`config.mk`:
```
export PLATFORM = sky130hd
export DESIGN_NAME = sqvg_queue
export DESIGN_NICKNAME = d
export VERILOG_FILES = /design/src/sv/sqvg_pkg.sv /design/src/sv/sqvg_queue.sv
export SDC_FILE = /design/constraint.sdc
export NUM_CORES = 1
export LEC_CHECK = 0
export BUFFER_PORTS_ARGS = -buffer_cell sky130_fd_sc_hd__buf_2
export CAP_MARGIN = 0
export CORE_ASPECT_RATIO = 1.4
export CORE_MARGIN = 1.5
export CORE_UTILIZATION = 25
export DETAILED_ROUTE_END_ITERATION = 10
export PLACE_DENSITY = 0.4
export RECOVER_POWER = 100
export SLEW_MARGIN = 20
export SYNTH_ARGS = -nofsm -noshare
export SYNTH_HDL_FRONTEND = slang
export SYNTH_SLANG_ARGS = --single-unit
```
`constraint.sdc`:
```
create_clock -name i_clk -period 8 [get_ports i_clk]
set_input_delay 0.8 -clock i_clk [delete_from_list [all_inputs] [get_ports i_clk]]
set_output_delay 0.8 -clock i_clk [all_outputs]
set_load 0.02 [all_outputs]
```
`src/sv/sqvg_pkg.sv`:
```
// Shared types, constants and register codes of the sphere quad vertex generator.
package sqvg_pkg;

    localparam int unsigned MAX_DIVISIONS   = 256;
    localparam int unsigned QUEUE_DEPTH_DEF = 4;
    localparam int unsigned ADDR_W          = 4;
    localparam int unsigned RC_SHIFT        = 25;

    localparam logic [14:0] RADIUS_RST = 15'd4096;
    localparam logic [8:0]  COUNT_RST  = 9'd16;

    typedef enum logic [1:0] {
        REG_RADIUS = 2'd0,
        REG_STACKS = 2'd1,
        REG_SLICES = 2'd2
    } t_reg_idx;

    // Settings seen by the datapath: counts already clamped, reciprocals floor(2^25/count).
    typedef struct packed {
        logic [14:0] radius;
        logic [8:0]  s_cnt;
        logic [8:0]  l_cnt;
        logic [25:0] s_rc;
        logic [25:0] l_rc;
    } t_cfg;

    // One quad ready for vertex generation.
    typedef struct packed {
        logic [15:0] ph0;
        logic [15:0] ph1;
        logic [15:0] th0;
        logic [15:0] th1;
        logic [15:0] red;
        logic [15:0] green;
        logic [15:0] blue;
    } t_job;

    // Corner order P1 P2 P3 P1 P3 P4: bit k picks the second polar / azimuth angle.
    localparam logic [5:0] CORNER_PHI  = 6'b010110;
    localparam logic [5:0] CORNER_TH   = 6'b110100;
    localparam logic [2:0] CORNER_LAST = 3'd5;

endpackage

```
`src/sv/sqvg_queue.sv`:
```
// Short job queue between the front end and the vertex pipeline.
module sqvg_queue #(
    parameter int unsigned QUEUE_DEPTH = sqvg_pkg::QUEUE_DEPTH_DEF
) (
    input  logic                              i_clk,
    input  logic                              i_rst_n,
    input  logic                              i_push,
    input  sqvg_pkg::t_job                    i_job,
    input  logic                              i_pop,
    output logic                              o_valid,
    output sqvg_pkg::t_job                    o_job,
    output logic [$clog2(QUEUE_DEPTH+1)-1:0]  o_count
);
    import sqvg_pkg::*;

    localparam int unsigned PW = $clog2(QUEUE_DEPTH);
    localparam int unsigned CW = $clog2(QUEUE_DEPTH + 1);

    t_job          r_mem [QUEUE_DEPTH];
    logic [PW-1:0] r_wr;
    logic [PW-1:0] r_rd;
    logic [CW-1:0] r_count;
    logic          w_wr_en;
    logic          w_rd_en;

    function automatic logic [PW-1:0] wrap_inc(input logic [PW-1:0] p);
        return (p == PW'(QUEUE_DEPTH - 1)) ? '0 : p + PW'(1);
    endfunction

    assign w_wr_en = i_push && (r_count != CW'(QUEUE_DEPTH));
    assign w_rd_en = i_pop && (r_count != '0);

    always_ff @(posedge i_clk) begin
        if (!i_rst_n) begin
            r_wr    <= '0;
            r_rd    <= '0;
            r_count <= '0;
        end else begin
            if (w_wr_en) begin
                r_wr <= wrap_inc(r_wr);
            end
            if (w_rd_en) begin
                r_rd <= wrap_inc(r_rd);
            end
            r_count <= r_count + CW'(w_wr_en) - CW'(w_rd_en);
        end
    end

    always_ff @(posedge i_clk) begin
        if (w_wr_en) begin
            r_mem[r_wr] <= i_job;
        end
    end

    assign o_valid = r_count != '0;
    assign o_job   = r_mem[r_rd];
    assign o_count = r_count;

endmodule

```
; ---- After elaboration in Yosys (flattened, before gate mapping)
; Memory sizes are Yosys's and may differ from the RTL's. A register that Yosys moved wholly into a read port is not among the register bits.
; Cells that the tools add are included.
[classes]
n_addsub = 4
n_eq_ne = 3
mux = 6
reduce_logical = 3
[ops]
columns = op, n
row1 = two-way mux 2 bit, 4
row2 = adder 2 x 1 -> 2 bit (second input constant), 2
row3 = equality test 2 bit (second input constant), 2
row4 = adder 3 x 1 -> 3 bit, 1
row5 = inequality test 3 bit (second input constant), 1
row6 = nonzero test 3 bit, 1
row7 = subtractor 3 x 1 -> 3 bit, 1
row8 = logical AND 1 bit, 2
row9 = two-way mux 1 bit, 2
[word_totals]
register_bits = 7
mem_bits_rw = 448
output_inout_bits = 116
word_cells = 20
mem_count = 1
[mem_list]
columns = memory, depth, width, rd, rd_clocked_by_memory_dff, wr, line
row1 = r_mem, 4, 112, 1, 1, 1, sqvg_queue.sv:19  ; t_job r_mem [QUEUE_DEPTH];

; ---- Longest topological paths before layout
[logic_depth]
ltp_word = 4
mapped_depth = 11
mapped_depth_nobuf = 11

; ---- Worst setup path after synthesis
; OpenSTA, ideal clock, no wires.
[synth_timing]
kind = input -> register
start = input port i_push
end = memory r_mem[2][0] (netlist bit) (enable)
arrival_ps = 3436
required_time_ps = 7515
slack_ps = 4079
stages = 1
cell_sequence = and3_1
[synth_via]
elab_chain_len = 3
[synth_lines]
columns = element, line
row1 = start: declaration, sqvg_queue.sv:7  ; input logic i_push,
row2 = logical AND 1 bit, sqvg_queue.sv:30  ; assign w_wr_en = i_push && (r_count != CW'(QUEUE_DEPTH));
row3 = two-way mux 1 bit, sqvg_queue.sv:50  ; if (w_wr_en) begin
row4 = two-way mux 1 bit (implied by the code), sqvg_queue.sv:51  ; r_mem[r_wr] <= i_job;
row5 = end: declaration, sqvg_queue.sv:19
; Every way passes these cells.

; ---- Final worst setup path
[layout_timing]
start = register r_count[1] (netlist: o_count[1])
end = memory r_mem[1][24] (netlist bit) (enable)
[layout_via]
elab_chain_len = 4
[layout_lines]
columns = element, line
row1 = start: declaration, sqvg_queue.sv:22  ; logic [CW-1:0] r_count;
row2 = start signal: assignment, sqvg_queue.sv:45  ; r_count <= r_count + CW'(w_wr_en) - CW'(w_rd_en);
row3 = inequality test 3 bit, sqvg_queue.sv:30
row4 = logical AND 1 bit, sqvg_queue.sv:30
row5 = two-way mux 1 bit, sqvg_queue.sv:50
row6 = two-way mux 1 bit (implied by the code), sqvg_queue.sv:51
; Every way passes these cells.

==> metrics <==
WL/cell=20.7 um; cell family with most CP delay=buffers and inverters; max-cap violations=10; leak pwr=0.00594 uW; post-synthesis mux area share=15.1%; Synth cell types=25; # clock sinks=457; Port Buf Inserts=231; Switching Power=1880 uW; fillers=6583; Layout Skew=0.0174 ns; worst slew pin tran=3.91 ns; PwrDens=326 mW/mm2; Post-CTS Hold Buffers=0; Slowest-stage cell, CP=clkbuf_1; Row Count=112; nets=1027; setup bufs post-CTS=0; Register-to-Register Path Depth=3; Switching Share=28.9%; Mapped Cells=636; Gates resized, CTS repair=0; starting density of the core=25.2%; clock transition at the registers of the reported paths=0.06 ns; die height=309 um; Synth Area in Simple Gates=0.644%; slew margin rel.=-161%; DRT iter0 DRCs=351; Synth Warn #=0; crit-path max FO=45; GRT overflow=0; failing checks=capacitance limit, slew limit; Vias/cell=4.18; DRT Wirelength=37100 um; final worst path period share=64.8%; max frequency=193 MHz; die footprint=0.0685 mm2; largest net degree at the start of global routing=69; H-tree level count=2; RSZ-0062 raised after global routing=false; Synth Register Bits=457; Final Hold Vio Count=0; sink of the worst hold path=r_mem[2][84]$_DFFE_PP_; CP Cell Sequence=or3b_1 -> and3_1 -> clkbuf_1; Synth Net Count=760; hold path start=i_job[84]; Synth Area in XOR/XNOR=0.105%; buffers from clock root to sink, at most=3; CP Class=register to register; clk_lat worst skew=0.57 ns; sequential area share after synthesis=81.6%; Num CTS Buffers=48; power share of the clock group=31.9%; Die W=222 um; Total Power=6490 uW; Compound-Gate Fraction of Synth Area=0.135%; Fin Hold WS=0.481 ns; final core utilization=30.0%; Area growth syn-to-layout=19.1%; Hold Path Class=input pin to register; commonest non-fill, non-tap cells in the layout=448 x edfxtp_1, 245 x clkbuf_1, 112 x mux4_2, 49 x clkbuf_16, 12 x clkinv_1; Req. time, crit path=8.10 ns; Comb power frac=21.7%; Core Area=0.0664 mm2; first-pass GRT wire length=54800 um; CTS tree=yes; Worst setup SP type=register; Flop pwr share=46.4%; critical path capture point type=register; DRT antenna net count=0; status=complete, but fails checks; Most used DFF post-synth=edfxtp_1; # setup viols final=0; r2r startpoint=o_count[1]$_SDFF_PN0_; Hold Crit Depth=1; main combinational cell family by area after synthesis=multiplexers; GPL Wtd Cong=0.675; Async S/R FF share, synth=0%; vias in the first global route=8322; Syn Area/Cell=26.3 um2; Clock Tree Root=clkbuf_16; worst r2r dst=r_mem[1][24]$_DFFE_PP_; Vias=7495; Power Internal=4610 uW; antenna violations before repair=2; HPWL after detailed placement=21500 um; CP Data Arrival Time=5.28 ns; share of cells above drive strength 1=19.6%; GRT Overall Usage=10.9%; Bufs and invs on worst path=1; commonest non-fill, non-tap cell in the layout=edfxtp_1; CP max stage delay=2.36 ns; Post-Syn Area=0.0167 mm2; min Tclk post-route=5.18 ns; Antenna Cells=0; # IOs=232; Post-route DRC=0; reg-to-reg setup timing slack=2.82 ns; setup TNS=0 ns; number of synthesized flops with an enable pin=448; 1st-pass router iterations=4; max-slew violations=372; post-synthesis adder-cell area fraction=0.644%; worst ir drop on vdd=0.000157 V
layer usage:
metal / GRT usage (%) / vias up / share of wire [%]
li1: - / 3272 / -
met1: 13.1 / 3982 / 42
met2: 18.6 / 181 / 50
met3: 3.06 / 56 / 5.7
met4: 3.87 / 4 / 2.6
met5: 0 / - / 0.073
Yosys cell counts (all sizes together), types with 2 or more instances:
master / n / share of area (%)
nand2: 5 / 0.11
edfxtp: 448 / 80
inv: 6 / 0.13
nor2: 2 / 0.045
mux4: 112 / 15
buf: 25 / 1.6
o21ai: 3 / 0.090
ha: 7 / 0.52
and2: 3 / 0.11
xnor2: 2 / 0.10
nand3: 2 / 0.060
dfxtp: 9 / 1.1
and3: 4 / 0.15
through the flow:
stage	std cells	setup WS, ns	area (um2)
floorplan	636	4.08	16700
global route	1793	2.19	19900
finish	1793	2.82	19900
CTS	1793	4.34	20200
detailed placement	1708	4.97	18800
global placement	1708	4.98	18800
cells by family after synthesis:
group	count (synthesis)
AO/OA/AOI/OAI	4
XOR/XNOR	2
adder cells (fa/ha/maj)	8
buffers and inverters	32
flip-flops	457
multiplexers	113
AND/OR/NAND/NOR	20
area by class of cell:
| class | count | area [um2] | area share [%] |
|---|---|---|---|
| multi-input cells | 147 | 2790 | 14.0 |
| inverters | 6 | 22.5 | 0.113 |
| clock buffers | 63 | 1280 | 6.42 |
| clock inverters | 22 | 158 | 0.792 |
| well taps | 855 | 1070 | 5.37 |
| repair buffers | 243 | 955 | 4.80 |
| flip-flops and latches | 457 | 13600 | 68.5 |
sequential cells by signal, summed over array words and instances (netlist names), named ones only:
name	cells
r_wr	2
r_rd	2
o_count	3
r_mem	448
power by group through the flow:
stage,combinational (uW),sequential [uW],clock (uW)
2_1_floorplan,1100,3020,0
3_3_place_gp,1540,3050,0
3_5_place_dp,1540,3060,0
4_1_cts,1540,3010,2160
5_1_grt,1530,3040,2240
6_report,1410,3010,2070
worst register-to-register path, stage by stage (launching register included):
cell and delay [ns]:
dfxtp_1 0.50, or3b_1 0.26, and3_1 1.52, clkbuf_1 2.36
how the worst max path moves through the flow:
stage,startpoint,endpoint,slack (ns),depth (start not counted)
2_1_floorplan,i_push,r_mem[2][0]$_DFFE_PP_,4.08,1
5_1_grt,o_count[1]$_SDFF_PN0_,r_mem[1][29]$_DFFE_PP_,2.19,3
3_3_place_gp,register,o_job[2],4.98,3
3_5_place_dp,register,o_job[102],4.97,3
6_report,o_count[1]$_SDFF_PN0_,r_mem[1][24]$_DFFE_PP_,2.82,3
4_1_cts,register,o_job[102],4.34,3
Note: power is estimated with default switching activity, not from simulation.
